## src/design/mmde_pkg.sv

```systemverilog
// Shared types, sizes and helper functions for the matrix multiply dot engine.
// No dependencies; every other design file imports this package.
package mmde_pkg;

    localparam int MAX_DIM   = 16;
    localparam int ELEM_BITS = 16;

    localparam int FIELD_W   = 4;
    localparam int VALUE_W   = 16;
    localparam int SIZE_W    = 5;
    localparam int PROD_W    = 36;
    localparam int MUL_W     = 2 * ELEM_BITS;
    localparam int DATA_W    = 32;
    localparam int PADDR_W   = 4;

    localparam int EFF_MAX   = (MAX_DIM < 31) ? MAX_DIM : 31;
    localparam int EFF_W     = $clog2(EFF_MAX + 1);
    localparam int DEPTH     = MAX_DIM * MAX_DIM;
    localparam int ADDR_W    = $clog2(DEPTH);

    typedef enum logic [1:0] {
        OP_WRITE_A = 2'd0,
        OP_WRITE_B = 2'd1,
        OP_READ_C  = 2'd2
    } t_opcode;

    typedef enum logic [1:0] {
        REG_ROWS_A    = 2'd0,
        REG_INNER_DIM = 2'd1,
        REG_COLS_B    = 2'd2
    } t_reg_idx;

    typedef struct packed {
        logic [EFF_W-1:0] nr;
        logic [EFF_W-1:0] nk;
        logic [EFF_W-1:0] nc;
    } t_sizes;

    typedef struct packed {
        logic clear;
        logic load;
    } t_mac_ctl;

    function automatic logic [EFF_W-1:0] eff_size(input logic [SIZE_W-1:0] raw);
        logic [EFF_W-1:0] res;
        if (raw > SIZE_W'(EFF_MAX)) begin
            res = EFF_W'(EFF_MAX);
        end else begin
            res = EFF_W'(raw);
        end
        return res;
    endfunction

    function automatic logic [ADDR_W-1:0] elem_addr(input logic [EFF_W-1:0] r,
                                                     input logic [EFF_W-1:0] c);
        logic [ADDR_W-1:0] res;
        res = ADDR_W'(ADDR_W'(r) * ADDR_W'(MAX_DIM)) + ADDR_W'(c);
        return res;
    endfunction

endpackage

```

## src/design/mmde_cfg_regs.sv

```systemverilog
// Size registers behind the APB-style configuration port.
// Depends on mmde_pkg for register codes and the effective size function.
module mmde_cfg_regs
    import mmde_pkg::*;
(
    input  logic               i_clk,
    input  logic               i_rst_n,
    input  logic               psel,
    input  logic               penable,
    input  logic               pwrite,
    input  logic [PADDR_W-1:0] paddr,
    input  logic [DATA_W-1:0]  pwdata,
    output logic [DATA_W-1:0]  prdata,
    output logic               pready,
    output t_sizes             o_sizes
);

    logic [SIZE_W-1:0] r_rows_a;
    logic [SIZE_W-1:0] r_inner_dim;
    logic [SIZE_W-1:0] r_cols_b;
    logic              wr_en;
    t_reg_idx          reg_idx;

    assign pready  = 1'b1;
    assign wr_en   = psel && penable && pwrite;
    assign reg_idx = t_reg_idx'(paddr[PADDR_W-1:2]);

    always_ff @(posedge i_clk) begin
        if (!i_rst_n) begin
            r_rows_a    <= SIZE_W'(16);
            r_inner_dim <= SIZE_W'(16);
            r_cols_b    <= SIZE_W'(16);
        end else if (wr_en) begin
            unique case (reg_idx)
                REG_ROWS_A:    r_rows_a    <= pwdata[SIZE_W-1:0];
                REG_INNER_DIM: r_inner_dim <= pwdata[SIZE_W-1:0];
                REG_COLS_B:    r_cols_b    <= pwdata[SIZE_W-1:0];
                default: begin
                end
            endcase
        end
    end

    always_comb begin
        unique case (reg_idx)
            REG_ROWS_A:    prdata = DATA_W'(r_rows_a);
            REG_INNER_DIM: prdata = DATA_W'(r_inner_dim);
            REG_COLS_B:    prdata = DATA_W'(r_cols_b);
            default:       prdata = '0;
        endcase
    end

    assign o_sizes.nr = eff_size(r_rows_a);
    assign o_sizes.nk = eff_size(r_inner_dim);
    assign o_sizes.nc = eff_size(r_cols_b);

endmodule

```

## config.mk

```make
export PLATFORM = sky130hd
export DESIGN_NAME = mmde_cfg_regs
export DESIGN_NICKNAME = d
export VERILOG_FILES = /design/src/design/mmde_pkg.sv /design/src/design/mmde_cfg_regs.sv
export SDC_FILE = /design/constraint.sdc
export NUM_CORES = 1
export LEC_CHECK = 0
export BUFFER_PORTS_ARGS = -buffer_cell sky130_fd_sc_hd__buf_4
export CAP_MARGIN = 15
export CORE_AREA = 2 2 57 69
export CTS_CLUSTER_SIZE = 30
export DETAILED_ROUTE_END_ITERATION = 7
export DIE_AREA = 0 0 59 71
export PLACE_DENSITY = 0.68
export SYNTH_ARGS = -nofsm -noshare
export SYNTH_HDL_FRONTEND = slang
export SYNTH_SLANG_ARGS = --single-unit
```

## constraint.sdc

```tcl
create_clock -name i_clk -period 1.1 [get_ports i_clk]
set_input_delay 0.33 -clock i_clk [delete_from_list [all_inputs] [get_ports i_clk]]
set_output_delay 0.33 -clock i_clk [all_outputs]
set_load 0.005 [all_outputs]
```

==> run_results.csv <==
group,metric,value,unit
sta,finalCriticalPeriod,1.33,ns
critical_path,rr_endpoint,"r_cols_b[4]$_SDFFE_PN1P_",
clock_tree,numCtsBuffers,3,
die,start_util,0.286,
routing,dr.pass1.iters,4,
clock_tree,cts_root_buf,"clkbuf_8",
routing,drt-initial-drc-count,16,
critical_path,crit_type,"register to output port",
hold_path,worst_hold_path_type,"input pin to register",
critical_path,required,0.77,ns
power,irDropWorstVdd,0.410,mV
layout,final_util,0.441,
global_route,grt_max_degree,18,
run,maxCapViolCount,0,
routing,ant_nets,0,
routing,via_per_inst,4.06,
status,failed_checks,"setup timing",
power,p_leak,0.734,nW
routing,wl_per_cell,11.1,um
critical_path,endpoint,"prdata[4]",
layout,layout-drive-gt1-share,0.473,
sta,rsz0062_at_grt,"true",
sta,finalHoldViolations,0,
sta,period_share,1.21,
sta,fin_skew,0,ns
sta,hold_slack,0.365,ns
synthesis,synth.cell_area,0.00101,mm^2
clock_tree,cts_buffer_depth,2,
placed_design,place_hpwl,1.72,mm
clock_tree,h-tree-depth,1,
synthesis,synth_area_per_cell,8.52,um^2
synthesis,synth_seq_area_share,0.296,
die,die_y,71,um
synthesis,synth.distinct_cells,14,
sta,setup_violations,20,
die,die_area,0.00419,mm^2
global_route,grt_pass1_vias,799,
die,rows,24,
critical_path,crit_arrival,1.00,ns
critical_path,startpoint,"r_inner_dim[4]$_SDFFE_PN1P_",
die,placeableCoreArea,0.00354,mm^2
critical_path,rrSetupSlack,0.21,ns
placed_design,io_buffers,31,
critical_path,cp-start-kind,"register",
synthesis,synth-seq-cells,15,
clock_tree,cts_tree,"yes",
routing,drt_wl_total,2.32,mm
die,die_w,59,um
die,ioPinCount,89,
sta,finalWorstSetupSlack,-0.231,ns
layout,area_growth,54.1,%
power,p_total,1.21,mW
routing,vias,845,
critical_path,cp_max_fo,3,
layout,layout.cells.non_filler,208,
global_route,grt_first_pass_wirelength,3.59,mm
sta,tns,-3.24,ns
critical_path,rr_worst_depth,4,
synthesis,ys_warn_count,0,
power,p_per_area,773,mW/mm^2
sta,max_freq,751,MHz
global_route,grt_usage,0.112,
clock_tree,cts.clk_slew.worst_paths,0.06,ns
layout,nets,211,
critical_path,worstReg2RegStart,"r_cols_b[4]$_SDFFE_PN1P_",
sta,final_max_slew_viol_count,0,
clock_tree,worstSkewPairLatency,0.25,ns
layout,stdcell_area,0.00156,mm^2
global_route,antenna_found_initial,0,
synthesis,synthCells,119,
placed_design,dpl.cell_count,197,
critical_path,worst_setup_path_end_kind,"output port",
placed_design,pre_cts_slack,-0.278,ns
global_route,overflow,0,
clock_tree,clock-sinks,15,
clock_tree,cts_hold_buf,0,
placed_design,gp_congestion,0.707,
placed_design,placed_cell_area,0.00130,mm^2
status,status,"finished, violations left",
routing,drcViolationCount,0,
layout,antennaDiodeCount,0,
[cell families (layout without fill, tap and decap cells)]
group	after synthesis	after routing	synth area share
flip-flops	15	15	0.296
other	2	28	0.00741
multiplexers	20	20	0.198
AO/OA/AOI/OAI	5	5	0.0247
buffers and inverters	35	59	0.248
AND/OR/NAND/NOR	42	42	0.226
[critical path, stage by stage, from the launching register on]
cell and delay, ns:
dfxtp_2 0.34, mux2i_2 0.20, o21ai_2 0.08, buf_4 0.13
[how the worst min path moves through the flow]
stage	start	to	slack (ns)	depth (start not counted)
after floorplan	r_rows_a[0]$_SDFFE_PN0P_	r_rows_a[0]$_SDFFE_PN0P_	0.44	2
after global placement	r_inner_dim[3]$_SDFFE_PN0P_	r_inner_dim[3]$_SDFFE_PN0P_	0.46	2
after detailed placement	r_inner_dim[3]$_SDFFE_PN0P_	r_inner_dim[3]$_SDFFE_PN0P_	0.47	2
after CTS	i_rst_n	r_rows_a[1]$_SDFFE_PN0P_	0.36	3
after global routing	i_rst_n	r_rows_a[1]$_SDFFE_PN0P_	0.38	3
final	i_rst_n	r_rows_a[1]$_SDFFE_PN0P_	0.36	3
[layout make-up]
cell class	instances	area, um^2
flip-flops and latches	15	310
repair buffers	55	518
clock buffers	4	45.0
fillers	362	1980
well taps	39	48.8
multi-input cells	95	639
[what timing repair did]
item,in CTS,in global routing
gates resized for setup,18,29
gates cloned,0,0
pin swaps,2,1
buffers inserted,4,3
setup endpoints to repair,20,25
[registers in the layout, indices dropped and copies added (netlist names)]
register,flops
r_rows_a,5
r_inner_dim,5
r_cols_b,5
[synth_stat cells]
master,count,share of area
clkbuf_1,5,0.019
nand4_2,1,0.012
nor3_2,1,0.0099
o21ai_0,5,0.025
dfxtp_1,15,0.30
nand2_1,21,0.078
nor2b_1,16,0.099
conb_1,2,0.0074
or3b_1,1,0.0086
and2b_2,1,0.0086
nand3_2,1,0.0099
mux2i_1,20,0.20
buf_6,2,0.022
buf_4,28,0.21
[cells in the final DEF, fill, tap and decap left out]
cell type  instances
dfxtp_4            1
nand3_2            1
or3b_1             1
nor2b_1            9
dfxtp_1            9
nor2b_4            7
conb_1            28
mux2i_1           18
o21ai_1            2
and2b_2            1
clkbuf_8           3
mux2i_2            2
clkbuf_1           1
buf_6             18
dfxtp_2            5
nor3_2             1
buf_12             3
nand2_1           21
buf_4             34
o21ai_2            3
nand4_4            1
[power breakdown]
group,switching (mW),internal [mW]
registers,0.00587,0.549
clock network,0.191,0.257
logic,0.0955,0.109
total,0.292,0.915
[metal layers]
layer | GRT usage | vias to the layer above | routed length (um) | part of all wire
li1 | - | 428 | - | -
met1 | 0.141 | 380 | 945 | 0.41
met2 | 0.185 | 35 | 1210 | 0.52
met3 | 0.0274 | 2 | 137 | 0.059
met4 | 0.0379 | 0 | 27 | 0.012
met5 | 0 | - | 0 | 0
No activity file was read; power rests on OpenSTA's default activity.
