File: src/design/mmde_pkg.sv
// Shared types, sizes and helper functions for the matrix multiply dot engine.
// No dependencies; every other design file imports this package.
package mmde_pkg;

    localparam int MAX_DIM   = 16;
    localparam int ELEM_BITS = 16;

    localparam int FIELD_W   = 4;
    localparam int VALUE_W   = 16;
    localparam int SIZE_W    = 5;
    localparam int PROD_W    = 36;
    localparam int MUL_W     = 2 * ELEM_BITS;
    localparam int DATA_W    = 32;
    localparam int PADDR_W   = 4;

    localparam int EFF_MAX   = (MAX_DIM < 31) ? MAX_DIM : 31;
    localparam int EFF_W     = $clog2(EFF_MAX + 1);
    localparam int DEPTH     = MAX_DIM * MAX_DIM;
    localparam int ADDR_W    = $clog2(DEPTH);

    typedef enum logic [1:0] {
        OP_WRITE_A = 2'd0,
        OP_WRITE_B = 2'd1,
        OP_READ_C  = 2'd2
    } t_opcode;

    typedef enum logic [1:0] {
        REG_ROWS_A    = 2'd0,
        REG_INNER_DIM = 2'd1,
        REG_COLS_B    = 2'd2
    } t_reg_idx;

    typedef struct packed {
        logic [EFF_W-1:0] nr;
        logic [EFF_W-1:0] nk;
        logic [EFF_W-1:0] nc;
    } t_sizes;

    typedef struct packed {
        logic clear;
        logic load;
    } t_mac_ctl;

    function automatic logic [EFF_W-1:0] eff_size(input logic [SIZE_W-1:0] raw);
        logic [EFF_W-1:0] res;
        if (raw > SIZE_W'(EFF_MAX)) begin
            res = EFF_W'(EFF_MAX);
        end else begin
            res = EFF_W'(raw);
        end
        return res;
    endfunction

    function automatic logic [ADDR_W-1:0] elem_addr(input logic [EFF_W-1:0] r,
                                                     input logic [EFF_W-1:0] c);
        logic [ADDR_W-1:0] res;
        res = ADDR_W'(ADDR_W'(r) * ADDR_W'(MAX_DIM)) + ADDR_W'(c);
        return res;
    endfunction

endpackage

File: src/design/mmde_store.sv
// Element store for one matrix: one write port and one registered read port.
// Depends on mmde_pkg for the element width and store depth.
module mmde_store
    import mmde_pkg::*;
(
    input  logic                        i_clk,
    input  logic                        i_we,
    input  logic [ADDR_W-1:0]           i_waddr,
    input  logic signed [ELEM_BITS-1:0] i_wdata,
    input  logic [ADDR_W-1:0]           i_raddr,
    output logic signed [ELEM_BITS-1:0] o_rdata
);

    logic signed [ELEM_BITS-1:0] r_mem [DEPTH];
    logic signed [ELEM_BITS-1:0] r_rdata;

    always_ff @(posedge i_clk) begin
        if (i_we) begin
            r_mem[i_waddr] <= i_wdata;
        end
        r_rdata <= r_mem[i_raddr];
    end

    assign o_rdata = r_rdata;

endmodule

File: config.mk
export PLATFORM = sky130hd
export DESIGN_NAME = mmde_store
export DESIGN_NICKNAME = d
export VERILOG_FILES = /design/src/design/mmde_pkg.sv /design/src/design/mmde_store.sv
export SDC_FILE = /design/constraint.sdc
export NUM_CORES = 2
export LEC_CHECK = 0
export BUFFER_PORTS_ARGS = -buffer_cell sky130_fd_sc_hd__buf_2
export CAP_MARGIN = 20
export CELL_PAD_IN_SITES_DETAIL_PLACEMENT = 2
export CELL_PAD_IN_SITES_GLOBAL_PLACEMENT = 2
export CORE_MARGIN = 4
export CORE_UTILIZATION = 57
export CTS_BUF_LIST = sky130_fd_sc_hd__clkbuf_8
export DETAILED_ROUTE_END_ITERATION = 10
export PLACE_DENSITY = 0.95
export SYNTH_ARGS = -nofsm -noshare
export SYNTH_HDL_FRONTEND = slang
export SYNTH_SLANG_ARGS = --single-unit
File: constraint.sdc
create_clock -name i_clk -period 6 [get_ports i_clk]
set_input_delay 1.2 -clock i_clk [delete_from_list [all_inputs] [get_ports i_clk]]
set_output_delay 1.2 -clock i_clk [all_outputs]
set_load 0.05 [all_outputs]
==> results.sh, run 1 <==
export IMPL_synth_seq_cells=4112
export IMPL_syn_nets=7394
export IMPL_die_x_um=535.7
export IMPL_synth_area_leader_cell="edfxtp_1"
export IMPL_gp_congestion=0.9284
export IMPL_error="Error: detail_place.tcl, 38 bad optional access"
export IMPL_syn_inst=7360
export IMPL_synth_edf_count=4096
export IMPL_rows=193
export IMPL_haltStage="detailed placement (3_5_place_dp)"
export IMPL_synth_most_common_cell="edfxtp_1"
export IMPL_synth_area_top_cells="edfxtp_1 (77%), mux4_2 (11%), mux2i_1 (3.6%)"
export IMPL_start_util_pct=57.35
export IMPL_die_h_um=535.7
export IMPL_synth_top_flop_cell="edfxtp_1"
export IMPL_synth_cell_type_count=52
export IMPL_avgSynthCellArea_um2=21.56
export IMPL_yosys_top_cells_count="edfxtp_1 (4096), mux4_2 (797), mux2i_1 (565)"
export IMPL_ys_async_sr_fraction_pct=0
export IMPL_io_pins=50
export IMPL_yosysSeqAreaShare_pct=77.70
export IMPL_synth_warnings=0
export IMPL_status="stopped before the end"
export IMPL_synth_area_um2=158700
export IMPL_port_buffer_count=49
export IMPL_yosys_area_top_type_share_pct=77.50
==> cell families after synthesis <==
kind of cell	after synthesis	share of synthesized area (%)
buffers and inverters	456	1.693
flip-flops	4112	77.70
AO/OA/AOI/OAI	786	3.537
AND/OR/NAND/NOR	556	1.574
multiplexers	1450	15.50
==> through the flow <==
step              cell area (µm²)  hold slack (ns)
floorplan                  158700           0.8538
global placement           165400            1.024
==> inputs of run 2 (changes only) <==
Settings changed: CELL_PAD_IN_SITES_DETAIL_PLACEMENT 2 to default, CELL_PAD_IN_SITES_GLOBAL_PLACEMENT 2 to default, CORE_UTILIZATION 57 to 40, CTS_BUF_LIST sky130_fd_sc_hd__clkbuf_8 to default, PLACE_DENSITY 0.95 to default, PLACE_DENSITY_LB_ADDON from default to 0.15.
==> run 2 against run 1 <==
Against the previous run: the run now ends clean; synthesized area is the same; synthesized cell count is the same.
==> results.sh, run 2 <==
export IMPL_io_pins=50
export IMPL_grt_usage_pct=21.67
export IMPL_largest_register="r_mem"
export IMPL_synth_cell_type_count=52
export IMPL_p_leak_nw=57.15
export IMPL_worst_slew_pin_transition_ns=1.387
export IMPL_htreeDepth=5
export IMPL_critical_path_slowest_cell="o21ai_0"
export IMPL_clock_power_share_pct=42.1
export IMPL_hold_path_class="in2reg"
export IMPL_wirelength_um=448600
export IMPL_tns_ns=0
export IMPL_crit_family="simple AND/OR/NAND/NOR gates"
export IMPL_drv_cap=0
export IMPL_insertion_delay_ns=0.97
export IMPL_seqPwrFrac_pct=52.8
export IMPL_rsz0062_at_grt="false"
export IMPL_crit_arrival_ns=5.02
export IMPL_firstDrtPassIters=6
export IMPL_crit_required_ns=6.87
export IMPL_port_buffer_count=49
export IMPL_core_um2=395700
export IMPL_path_max_fanout=41
export IMPL_num_vias=78220
export IMPL_stdcell_count=13480
export IMPL_yosys_area_top_type_share_pct=77.50
export IMPL_crit_path_start_kind="input pin"
export IMPL_synth_warnings=0
export IMPL_gp_congestion=0.8519
export IMPL_yosysSeqAreaShare_pct=77.70
export IMPL_final_hold_violation_count=0
export IMPL_status="finished clean"
export IMPL_die_area_um2=406900
export IMPL_largest_register_ffs=4096
export IMPL_intPower_w=0.04693
export IMPL_cts_resized=0
export IMPL_grt_first_pass_wirelength_um=626400
export IMPL_dp_cells=12670
export IMPL_cts_tree="yes"
export IMPL_drt_iter0_markers=8859
export IMPL_grt_start_max_net_pins=160
export IMPL_synth_edf_count=4096
export IMPL_yosys_top_cells_count="edfxtp_1 (4096), mux4_2 (797), mux2i_1 (565)"
export IMPL_first_global_vias=78510
export IMPL_syn_nets=7394
export IMPL_syn_inst=7360
export IMPL_synth_area_top_cells="edfxtp_1 (77%), mux4_2 (11%), mux2i_1 (3.6%)"
export IMPL_antenna_found_initial=33
export IMPL_maxSlewHeadroom_pct=7.540
export IMPL_syn_to_final_growth_pct=14.33
export IMPL_ir_worst_vdd_mv=0.2767
export IMPL_critPathKind="in2reg"
export IMPL_drc=0
export IMPL_final_common_cell="edfxtp_1"
export IMPL_clock_sinks=4112
export IMPL_switchingPower_w=0.01323
export IMPL_drive_above_1_share_pct=26.43
export IMPL_die_h_um=637.9
export IMPL_setup_violations=0
export IMPL_root_buffer="clkbuf_16"
export IMPL_cts_buffer_depth=4
export IMPL_combPwrFrac_pct=5.1
export IMPL_cpMostUsedCell="buf_12"
export IMPL_grt_overflow=0
export IMPL_synth_area_um2=158700
export IMPL_path_buf_inv=4
export IMPL_avgSynthCellArea_um2=21.56
export IMPL_max_freq_ghz=0.2407
export IMPL_place_hpwl_um=266200
export IMPL_synth_top_flop_cell="edfxtp_1"
export IMPL_fin_crit_sh_pct=69.24
export IMPL_p_per_area_nw_per_um2=331.5
export IMPL_slew_viol_final=0
export IMPL_postCtsHoldBufs=0
export IMPL_swShare_pct=21.99
export IMPL_layout_common_cells="edfxtp_1 (4096), mux4_2 (797), mux2i_1 (565), clkbuf_16 (434), buf_4 (405)"
export IMPL_clkTransAtPathRegs_ns=0.06
export IMPL_cpPeakStageDelay_ns=0.92
export IMPL_start_util_pct=40.11
export IMPL_cts_buffers=432
export IMPL_ys_async_sr_fraction_pct=0
export IMPL_nets=7909
export IMPL_cp_cell_sequence="buf_8, nand2b_4, buf_12, buf_12, buf_4, o22ai_1, nor3_1, o21ai_0, nand3_1, nor4_1"
export IMPL_drt_antenna_violating_nets=0
export IMPL_period_needed_ns=4.154
export IMPL_wl_per_cell_um=33.27
export IMPL_viasPerCell=5.801
export IMPL_synth_most_common_cell="edfxtp_1"
export IMPL_synth_area_leader_cell="edfxtp_1"
export IMPL_skew_ns=0.04700
export IMPL_synth_seq_cells=4112
export IMPL_die_x_um=637.9
export IMPL_rows=231
export IMPL_post_cts_buffers=0
export IMPL_crit_path_end_kind="register"
## run 2: cell counts after synthesis
Identical to the previous run, type by type.
## run 2: cell families (layout without fill, tap and decap cells)
kind of cell    after synthesis  count (layout)  synth area share [%]
flops                      4112            4112                 77.70
mux                        1450            1450                 15.50
buf+inv                     456            1324                 1.693
compound gates              786             786                 3.537
simple gates                556             556                 1.574
other cells                   0              13                     0
## run 2: area by class of cell
type | instances | area (µm²)
diodes | 13 | 32.53
clock buffers | 536 | 11270
clock inverters | 251 | 2038
fillers | 32950 | 214200
inverters | 4 | 27.53
multi-input cells | 2792 | 33210
flip-flops and latches | 4112 | 123300
well taps | 5242 | 6559
repair buffers | 533 | 5011
## run 2: per-layer routing
metal  global-route usage [%]  vias up  routed length, µm
li1                         -    32360                  -
met1                    30.44    42460             190300
met2                    34.81     2796             215200
met3                    4.059      593              30500
met4                    5.893       10              12540
met5                        0        -                 67
## run 2: worst paths after layout
path                  start        endpoint  slack (ns)  cells past startpoint
max              i_raddr[1]      o_rdata[5]        1.85                     10
min             i_wdata[13]  r_mem[249][13]        0.65                      1
max reg2reg   r_mem[51][15]     o_rdata[15]        3.06                      6
min reg2reg  r_mem[120][14]     o_rdata[14]        1.02                      6
## run 2: through the flow
stage	power, W	worst slack (ns)	cell area (µm²)	util, %	hold slack [ns]
final	0.06016	1.846	181500	45.86	0.6540
after global routing	0.06210	1.772	181400	45.86	0.5998
after CTS	0.06078	1.953	181300	45.81	0.5740
after detailed placement	0.03548	0.9043	168000	42.45	1.040
after global placement	0.03544	0.6662	167700	42.37	1.062
after floorplan	0.03393	2.635	158700	-	0.8538
## run 2: worst register-to-register path: cells and delay by family, from the launching register on
kind	cells	cell delay, ns
AOI/OAI and AO/OA	2	1.18
buffers and inverters	1	0.23
muxes	2	1.01
DFF	1	0.37
and+or+nand+nor	1	0.04
## run 2: power by group through the flow
| stage | clock [W] | sequential [W] | combinational (W) |
|---|---|---|---|
| 2_1_floorplan | 0 | 0.0324 | 0.00156 |
| 6_report | 0.0253 | 0.0317 | 0.00309 |
| 3_3_place_gp | 0 | 0.0323 | 0.00310 |
| 4_1_cts | 0.0259 | 0.0317 | 0.00315 |
| 5_1_grt | 0.0271 | 0.0317 | 0.00326 |
| 3_5_place_dp | 0 | 0.0323 | 0.00314 |
Note: power is estimated with default switching activity, not from simulation.
