`src/design/mmde_pkg.sv`:
```
// Shared types, sizes and helper functions for the matrix multiply dot engine.
// No dependencies; every other design file imports this package.
package mmde_pkg;

    localparam int MAX_DIM   = 16;
    localparam int ELEM_BITS = 16;

    localparam int FIELD_W   = 4;
    localparam int VALUE_W   = 16;
    localparam int SIZE_W    = 5;
    localparam int PROD_W    = 36;
    localparam int MUL_W     = 2 * ELEM_BITS;
    localparam int DATA_W    = 32;
    localparam int PADDR_W   = 4;

    localparam int EFF_MAX   = (MAX_DIM < 31) ? MAX_DIM : 31;
    localparam int EFF_W     = $clog2(EFF_MAX + 1);
    localparam int DEPTH     = MAX_DIM * MAX_DIM;
    localparam int ADDR_W    = $clog2(DEPTH);

    typedef enum logic [1:0] {
        OP_WRITE_A = 2'd0,
        OP_WRITE_B = 2'd1,
        OP_READ_C  = 2'd2
    } t_opcode;

    typedef enum logic [1:0] {
        REG_ROWS_A    = 2'd0,
        REG_INNER_DIM = 2'd1,
        REG_COLS_B    = 2'd2
    } t_reg_idx;

    typedef struct packed {
        logic [EFF_W-1:0] nr;
        logic [EFF_W-1:0] nk;
        logic [EFF_W-1:0] nc;
    } t_sizes;

    typedef struct packed {
        logic clear;
        logic load;
    } t_mac_ctl;

    function automatic logic [EFF_W-1:0] eff_size(input logic [SIZE_W-1:0] raw);
        logic [EFF_W-1:0] res;
        if (raw > SIZE_W'(EFF_MAX)) begin
            res = EFF_W'(EFF_MAX);
        end else begin
            res = EFF_W'(raw);
        end
        return res;
    endfunction

    function automatic logic [ADDR_W-1:0] elem_addr(input logic [EFF_W-1:0] r,
                                                     input logic [EFF_W-1:0] c);
        logic [ADDR_W-1:0] res;
        res = ADDR_W'(ADDR_W'(r) * ADDR_W'(MAX_DIM)) + ADDR_W'(c);
        return res;
    endfunction

endpackage

```
`src/design/mmde_mac.sv`:
```
// Shared multiply-accumulate unit: a registered multiplier feeding a wrapping accumulator.
// Depends on mmde_pkg for widths and the control struct.
module mmde_mac
    import mmde_pkg::*;
(
    input  logic                        i_clk,
    input  logic                        i_rst_n,
    input  t_mac_ctl                    i_ctl,
    input  logic signed [ELEM_BITS-1:0] i_a,
    input  logic signed [ELEM_BITS-1:0] i_b,
    output logic                        o_busy,
    output logic [PROD_W-1:0]           o_acc
);

    logic signed [MUL_W-1:0]  r_mul;
    logic                     r_mul_vld;
    logic signed [PROD_W-1:0] r_acc;

    always_ff @(posedge i_clk) begin
        if (!i_rst_n) begin
            r_mul_vld <= 1'b0;
        end else if (i_ctl.clear) begin
            r_mul_vld <= 1'b0;
        end else begin
            r_mul_vld <= i_ctl.load;
        end
    end

    always_ff @(posedge i_clk) begin
        if (i_ctl.load) begin
            r_mul <= i_a * i_b;
        end
        if (i_ctl.clear) begin
            r_acc <= '0;
        end else if (r_mul_vld) begin
            r_acc <= r_acc + PROD_W'(r_mul);
        end
    end

    assign o_busy = r_mul_vld;
    assign o_acc  = r_acc;

endmodule

```
`config.mk`:
```
export PLATFORM = sky130hd
export DESIGN_NAME = mmde_mac
export DESIGN_NICKNAME = d
export VERILOG_FILES = /design/src/design/mmde_pkg.sv /design/src/design/mmde_mac.sv
export SDC_FILE = /design/constraint.sdc
export NUM_CORES = 1
export LEC_CHECK = 0
export ABC_AREA = 1
export BUFFER_PORTS_ARGS = -buffer_cell sky130_fd_sc_hd__buf_4
export CAP_MARGIN = 25
export CELL_PAD_IN_SITES_DETAIL_PLACEMENT = 1
export CELL_PAD_IN_SITES_GLOBAL_PLACEMENT = 2
export CORE_ASPECT_RATIO = 1.75
export CORE_UTILIZATION = 41
export DETAILED_ROUTE_END_ITERATION = 7
export PLACE_DENSITY = 0.86
export SKIP_LAST_GASP = 1
export SYNTH_ARGS = -nofsm -noshare
export SYNTH_HDL_FRONTEND = slang
export SYNTH_SLANG_ARGS = --single-unit
```
`constraint.sdc`:
```
create_clock -name i_clk -period 9.4 [get_ports i_clk]
set_clock_uncertainty 0.2 [all_clocks]
set_input_delay 0.94 -clock i_clk [delete_from_list [all_inputs] [get_ports i_clk]]
set_output_delay 0.94 -clock i_clk [all_outputs]
set_load 0.02 [all_outputs]
```
==> results_dict.tcl, run 1 <==
set metrics [dict create \
    worst_pin_slew_ns 0.6643 \
    grt_use_total_pct 25.86 \
    ys_warn_count 0 \
    grt_overflow 0 \
    area_delta_synth_final_pct 8.025 \
    critical-path-max-stage-delay_ns 0.83 \
    status "complete, no violations" \
    syn-num-nets 2430 \
    cts_tree "built" \
    final_util_pct 45.20 \
    min_period_over_period_pct 71.32 \
    ctsHoldBuffers 0 \
    start_util_pct 41.84 \
    grt_max_degree 39 \
    core_um2 36260 \
    synthesis.area_um2 15170 \
    die_area_um2 37810 \
    most-common-layout-cells "inv_1, nand2_1, fa_1" \
    port_buffers 72 \
    max_cap_violations 0 \
    max_freq_ghz 0.1492 \
    htreeDepth 3 \
    fill_cells 4575 \
    wl_um 46450 \
    antenna_cells 0 \
    ctsResizeCount 0 \
    setup_violations 0 \
    dr.pass1.iters 4 \
    path_clk_slew_ns 0.06 \
    worst_hold_path_type "flip-flop to flip-flop" \
    setup.worst_path.class "input port to flip-flop" \
    cp_data_arrival_time_ns 6.60 \
    synth_edf_count 32 \
    yosys_most_used_dff "dfxtp_1" \
    io_pins 73 \
    numCtsBuffers 9 \
    relSlewSlack_pct 55.66 \
    finalHoldViolations 0 \
    critPathMaxFanout 16 \
    ctsRootBufferMaster "clkbuf_16" \
    async_reset_ff_share_pct 0 \
    cts.path.max_buffers 2 \
    antenna_found_initial 0 \
    syn_inst 2014 \
    gp_congestion 0.9433 \
    die_h_um 256.5 \
    ant_nets 0 \
    cp_top_family "adder cells" \
    chipWidth_um 147.4 \
    grt_pass1_vias 14204 \
    rsz0062_at_grt "no" \
    drt-vias-per-instance 4.955 \
    clkSinkCount 69 \
    wire_per_inst_um 18.52 \
    avgSynthCellArea_um2 7.533 \
    crit_required_ns 9.30 \
    cp-end-kind "flip-flop" \
    clock_latency_ns 0.36 \
    finalCriticalPeriod_ns 6.704 \
    crit_top_cell "fa_1" \
    ys_types 42 \
    drive_gt1_share_pct 7.017 \
    drt-initial-drc-count 329 \
    cp_num_buf_inv 5 \
    nets 2449 \
    drc 0 \
    startpoint_type "input port" \
    vias 12427 \
    crit_chain "buf_4 > nand2_1 > fa_1 > inv_1 > fa_1 > inv_1 > fa_1 > fa_1 > inv_1 > fa_1 > fa_1 > ha_1 > nand2_1 > nor2_1 > inv_1 > nor3_1 > nand3_1 > o2111ai_1 > xor2_1" \
    rows 92 \
    hpwl_um 40400 \
    synth_seq_cells 69 \
    ys_seq_area_share_pct 11.22 \
    grt_pass1_wl_um 74800 \
    cpMaxStageDelayCell "fa_1" \
    totalNegativeSetupSlack_ns 0 \
    cts_setup_buffers 0 \
    finalMaxSlewViolations 0 \
    layout_commonest_cell "inv_1" \
]
synthesized netlist by cell type (all sizes together), types with 16 or more instances:
cell,n,area [µm²]
a21oi,67,346.6
clkbuf,63,236.5
dfxtp,37,740.7
edfxtp,32,960.9
fa,263,5265
ha,117,1464
inv,553,2076
nand2,487,1868
nand3,59,325.3
nand4,16,100.1
nor2,155,611.8
o21ai,54,281.5
xor2,38,332.8
state kept, by name, summed over array words and instances, names as in the netlist:
register and count:
o_busy 1, o_acc 36, r_mul 32
cell type report:
type,count,area [µm²],area share [%]
Tap cell,470,588.1,3.588
Sequential cell,69,1703,10.39
Clock buffer,9,225.2,1.374
Inverter,553,2076,12.67
Clock inverter,7,97.59,0.5955
Multi-Input combinational cell,1326,11140,68.00
Timing Repair Buffer,74,555.5,3.390
worst register-to-register path, delay by kind of cell (launching register included):
family,cells,cell delay [ns]
adders and majority gates,2,0.74
buffers and inverters,3,0.31
DFF,1,0.37
and+or+nand+nor,8,1.22
metal layers:
layer | share of wire (%) | GRT usage, % | up-vias
met5 | 0 | 0 | -
met4 | 4.1 | 10.62 | 0
met3 | 1.6 | 1.495 | 73
met2 | 58 | 53.33 | 192
met1 | 36 | 25.88 | 6237
li1 | - | - | 5925
per-stage QoR:
step / setup WS (ns) / cell area [µm²] / hold WS (ns) / std cells
finish: 2.696 / 16390 / 0.3201 / 2508
global route: 2.420 / 16390 / 0.3450 / 2508
CTS: 2.653 / 16390 / 0.3234 / 2508
detailed placement: 2.274 / 16070 / 0.3086 / 2492
global placement: 2.500 / 16070 / 0.2991 / 2492
floorplan: 2.994 / 15170 / 0.3577 / 2014
path summary, 6_finish.rpt:
kind              slack (ns)        end  depth (start not counted)       from
setup / recovery        2.70  r_mul[28]                         19     i_b[4]
hold / removal          0.32  o_acc[35]                          2  o_acc[35]
setup reg to reg        6.47  o_acc[28]                         13   o_acc[0]
hold reg to reg         0.32  o_acc[35]                          2  o_acc[35]
kinds of logic after synthesis:
family / synth area share, %
DFF: 11.22
and+or+nand+nor: 20.19
buffers and inverters: 15.33
xor gates and xnor gates: 2.944
adders and majority gates: 44.35
AOI/OAI and AO/OA: 5.963
Power of run 1 is not shown: default switching activity piles up to over one toggle a cycle in this logic, so the estimate is an artifact.
==> run 2, diff against run 1 <==
- CORE_UTILIZATION: 41 -> 35
- PLACE_DENSITY: 0.86 -> 0.78
- clock period: 9.4 -> 6 ns (I/O delays scaled with it)
==> run 2 against run 1 <==
Against the previous run:
- core utilization decreased by 4.3 points
- largest cell class unchanged
- routed wire length increased by 4.0%
- global-route usage decreased by 3.1 points
==> results_dict.tcl, run 2 (synthesized netlist as in run 1, its figures left out) <==
set metrics [dict create \
    status "complete, no violations" \
    use_met2_pct 49.29 \
    die_area_um2 44210 \
    antenna_cells 0 \
    numCtsBuffers 9 \
    cp_data_arrival_time_ns 5.72 \
    cts.path.max_buffers 2 \
    finalCriticalPeriod_ns 5.808 \
    dp_cells 2688 \
    drt-initial-drc-count 364 \
    dr.pass1.iters 4 \
    start_util_pct 35.56 \
    nets 2558 \
    die_h_um 277.4 \
    r2r_start "o_acc[0]" \
    rrSetupSlack_ns 3.02 \
    io_pins 73 \
    area_delta_synth_final_pct 15.08 \
    multi_input_area_um2 11240 \
    largest_reg_flops 36 \
    reg2reg_to "o_acc[28]" \
    htreeDepth 3 \
    fill_cells 5252 \
    reg2reg_depth 13 \
    layout.cells.non_filler 2708 \
    ant_nets 0 \
    drive_gt1_share_pct 12.62 \
    cts_tree "built" \
    wl_um 48300 \
    final_util_pct 40.92 \
    clock_latency_ns 0.36 \
    finalMaxSlewViolations 0 \
    chipWidth_um 159.4 \
    hpwl_um 42750 \
    min_period_over_period_pct 96.80 \
    most-common-layout-cells "inv_1, nand2_1, fa_1" \
    core_um2 42670 \
    finalHoldViolations 0 \
    max_freq_ghz 0.1722 \
    critPathMaxFanout 14 \
    cp-end-kind "flip-flop" \
    top_usage_layer "met2" \
    crit_required_ns 5.92 \
    rsz0062_at_grt "yes" \
    startpoint_type "input port" \
    layout_commonest_cell "inv_1" \
    grt_overflow 0 \
    rows 100 \
    crit_start "i_a[10]" \
    grt_max_degree 58 \
    setup_ws_ns 0.1921 \
    worst_pin_slew_ns 0.6933 \
    grt_pass1_wl_um 77390 \
    met1_usage_pct 21.29 \
    setup_violations 0 \
    ctsRootBufferMaster "clkbuf_16" \
    max_cap_violations 0 \
    gp_congestion 1.012 \
    antenna_found_initial 0 \
    stdcell_area_um2 17460 \
    endpoint "r_mul[29]" \
    grt_use_total_pct 22.76 \
    worst_hold_path_type "input port to flip-flop" \
    post-place-ws_ns -0.4849 \
    grt_pass1_vias 14726 \
    drc 0 \
    wire_per_inst_um 17.84 \
    dpl_cell_area_um2 17000 \
    vias 12840 \
    path_clk_slew_ns 0.06 \
    relSlewSlack_pct 53.73 \
    drt-vias-per-instance 4.742 \
    grt_use_met3_pct 1.226 \
    setup.worst_path.class "input port to flip-flop" \
    ff_latch_area_um2 1703 \
    port_buffers 72 \
    clkSinkCount 69 \
]
-- run 2: stage by stage --
step	TNS, ns	hold slack, ns
after floorplan	0	0.3577
after global placement	-2.097	0.2956
after detailed placement	-2.936	0.3101
after CTS	0	0.2416
after global routing	-0.05612	0.2549
final	0	0.2608
-- run 2: critical path: stages --
cell	delay, ns
buf_4	0.25
nand2_1	0.12
fa_1	0.52
inv_1	0.05
fa_1	0.50
fa_1	0.53
fa_1	0.53
fa_1	0.49
inv_1	0.04
fa_1	0.47
inv_1	0.04
ha_1	0.34
buf_4	0.15
nand3_2	0.11
nor3_4	0.25
nand4_1	0.20
nand3_2	0.17
nand2_1	0.08
nand2_2	0.07
nand2_1	0.07
nand3_1	0.06
nand2_1	0.05
-- run 2: how the worst min path moves through the flow --
| stage | to | startpoint | slack (ns) | cells past startpoint |
|---|---|---|---|---|
| 2_1_floorplan | o_acc[0] | r_mul[0] | 0.36 | 3 |
| 3_3_place_gp | o_acc[35] | o_acc[35] | 0.30 | 2 |
| 3_5_place_dp | o_acc[35] | o_acc[35] | 0.31 | 2 |
| 4_1_cts | o_busy | i_rst_n | 0.24 | 3 |
| 5_1_grt | o_busy | i_rst_n | 0.25 | 3 |
| 6_report | o_busy | i_rst_n | 0.26 | 3 |
-- run 2: cell type report --
class,count,area share [%]
inverters,553,11.89
flip-flops and latches,69,9.754
multi-input cells,1326,64.41
clock inverters,7,0.5590
clock buffers,9,1.290
well taps,561,4.021
repair buffers,183,8.077
-- run 2: metal layers --
metal,routed length [µm],vias to the layer above
met5,0,-
met4,1748,0
met3,571,70
met2,29270,170
met1,16710,6461
li1,-,6139
-- run 2: timing repair --
| item | CTS | global route |
|---|---|---|
| resized for setup | 1 | 25 |
| hold buffers | 0 | 0 |
| pin swaps | 0 | 13 |
| setup buffers | 0 | 4 |
| endpoints found under the setup margin | 1 | 9 |
Power of run 2 is left out for the same reason.
==> run 3, diff against run 2 <==
- MAX_ROUTING_LAYER: unset -> met4
==> run 3 against run 2 <==
Against the previous run:
- sequential share of layout area rose by 0.053 points
- count of clock-buffer cells in the layout did not move
- non-clock buffer count fell by 2
- global-route usage rose by 0.91 points
- design area fell by 0.54%
- flip-flop and latch count did not move
- register-to-register slack barely moved
- worst hold slack improved by 0.018 ns
- routed wire length rose by 0.80%
- fmax fell by 0.15%
==> results_dict.tcl, run 3 (synthesized netlist as in run 1, its figures left out) <==
set metrics [dict create \
    cpMaxStageDelayCell "fa_1" \
    chipWidth_um 159.4 \
    crit_top_cell "fa_1" \
    setup_ws_ns 0.1836 \
    cp_data_arrival_time_ns 5.74 \
    antenna_found_initial 0 \
    drt-vias-per-instance 4.760 \
    port_buffers 72 \
    fill_cells 5314 \
    die_h_um 277.4 \
    finalCriticalPeriod_ns 5.816 \
    worst_pin_slew_ns 0.6462 \
    grt_max_degree 36 \
    rows 100 \
    ctsHoldBuffers 0 \
    layout_commonest_cell "inv_1" \
    clkSinkCount 69 \
    io_pins 73 \
    core_um2 42670 \
    start_util_pct 35.56 \
    ant_nets 0 \
    vias 12881 \
    layout.cells.non_filler 2706 \
    max_freq_ghz 0.1719 \
    status "complete, no violations" \
    finalHoldViolations 0 \
    drive_gt1_share_pct 12.35 \
    post-place-ws_ns -0.4387 \
    wire_per_inst_um 17.99 \
    relSlewSlack_pct 56.47 \
    max_cap_violations 0 \
    cp-end-kind "flip-flop" \
    grt_pass1_wl_um 78220 \
    path_clk_slew_ns 0.06 \
    drc 0 \
    largest_reg_flops 36 \
    gp_congestion 0.9282 \
    grt_pass1_vias 14939 \
    grt_overflow 0 \
    ff_latch_area_um2 1703 \
    setup_violations 0 \
    cts.path.max_buffers 2 \
    htreeDepth 3 \
    die_area_um2 44210 \
    nets 2556 \
    dp_cells 2682 \
    critical-path-max-stage-delay_ns 0.55 \
    hpwl_um 43090 \
    most-common-layout-cells "inv_1, nand2_1, fa_1" \
    cts_tree "built" \
    drt-initial-drc-count 368 \
    rsz0062_at_grt "yes" \
    clock_latency_ns 0.37 \
    area_delta_synth_final_pct 14.45 \
    wl_um 48690 \
    crit_required_ns 5.92 \
    grt_use_total_pct 23.67 \
    min_period_over_period_pct 96.94 \
    ctsRootBufferMaster "clkbuf_16" \
    dr.pass1.iters 4 \
    numCtsBuffers 9 \
    final_util_pct 40.70 \
    multi_input_area_um2 11210 \
    critPathMaxFanout 5 \
    startpoint_type "input port" \
    antenna_cells 0 \
    worst_hold_path_type "input port to flip-flop" \
    finalMaxSlewViolations 0 \
    setup.worst_path.class "input port to flip-flop" \
]
[run 3: cell types whose count changed in the layout (fill, tap and decap cells not counted), sizes merged]
cell      delta
bufinv       -2
inv          +2
buf          -2
clkinvlp     +1
clkinv       -1
[run 3: cell type report]
type,instances,share of cell area [%]
Tap cell,561,4.043
Timing Repair Buffer,181,7.963
Multi-Input combinational cell,1326,64.59
Inverter,553,11.98
Clock inverter,7,0.3243
Clock buffer,9,1.297
Sequential cell,69,9.808
[run 3: what timing repair did]
action / in CTS / in global routing
setup buffers: 0 / 8
resized for setup: 2 / 17
pin swaps: 0 / 11
setup endpoints to repair: 1 / 12
[run 3: worst max-delay path: cells and delay by family]
kind,cells,cell delay (ns)
AND/OR/NAND/NOR,11,1.21
adder cells (fa/ha/maj),7,3.28
buffers and inverters,8,0.66
[run 3: per-stage QoR]
stage | setup TNS (ns) | hold slack [ns] | cell area [µm²]
after floorplan | 0 | 0.3577 | 15170
after global placement | -2.154 | 0.2950 | 16930
after detailed placement | -3.482 | 0.3159 | 16930
after CTS | 0 | 0.2649 | 17220
after global routing | -0.03986 | 0.2789 | 17360
final | 0 | 0.2790 | 17360
[run 3: worst paths after layout]
check / startpoint / endpoint / slack, ns / cells after the start
worst max-delay path: i_b[4] / r_mul[29] / 0.18 / 26
worst min-delay path: i_rst_n / o_busy / 0.28 / 3
worst max register to register: o_acc[0] / o_acc[28] / 3.01 / 13
worst min register to register: o_acc[35] / o_acc[35] / 0.32 / 2
[run 3: per-layer routing]
layer | GRT usage (%) | vias up | wire [µm]
li1 | - | 6141 | -
met1 | 21.44 | 6460 | 16830
met2 | 48.97 | 188 | 28920
met3 | 1.256 | 92 | 598
met4 | 10.95 | 0 | 2339
met5 | - | - | 0
Power of run 3 is left out for the same reason.
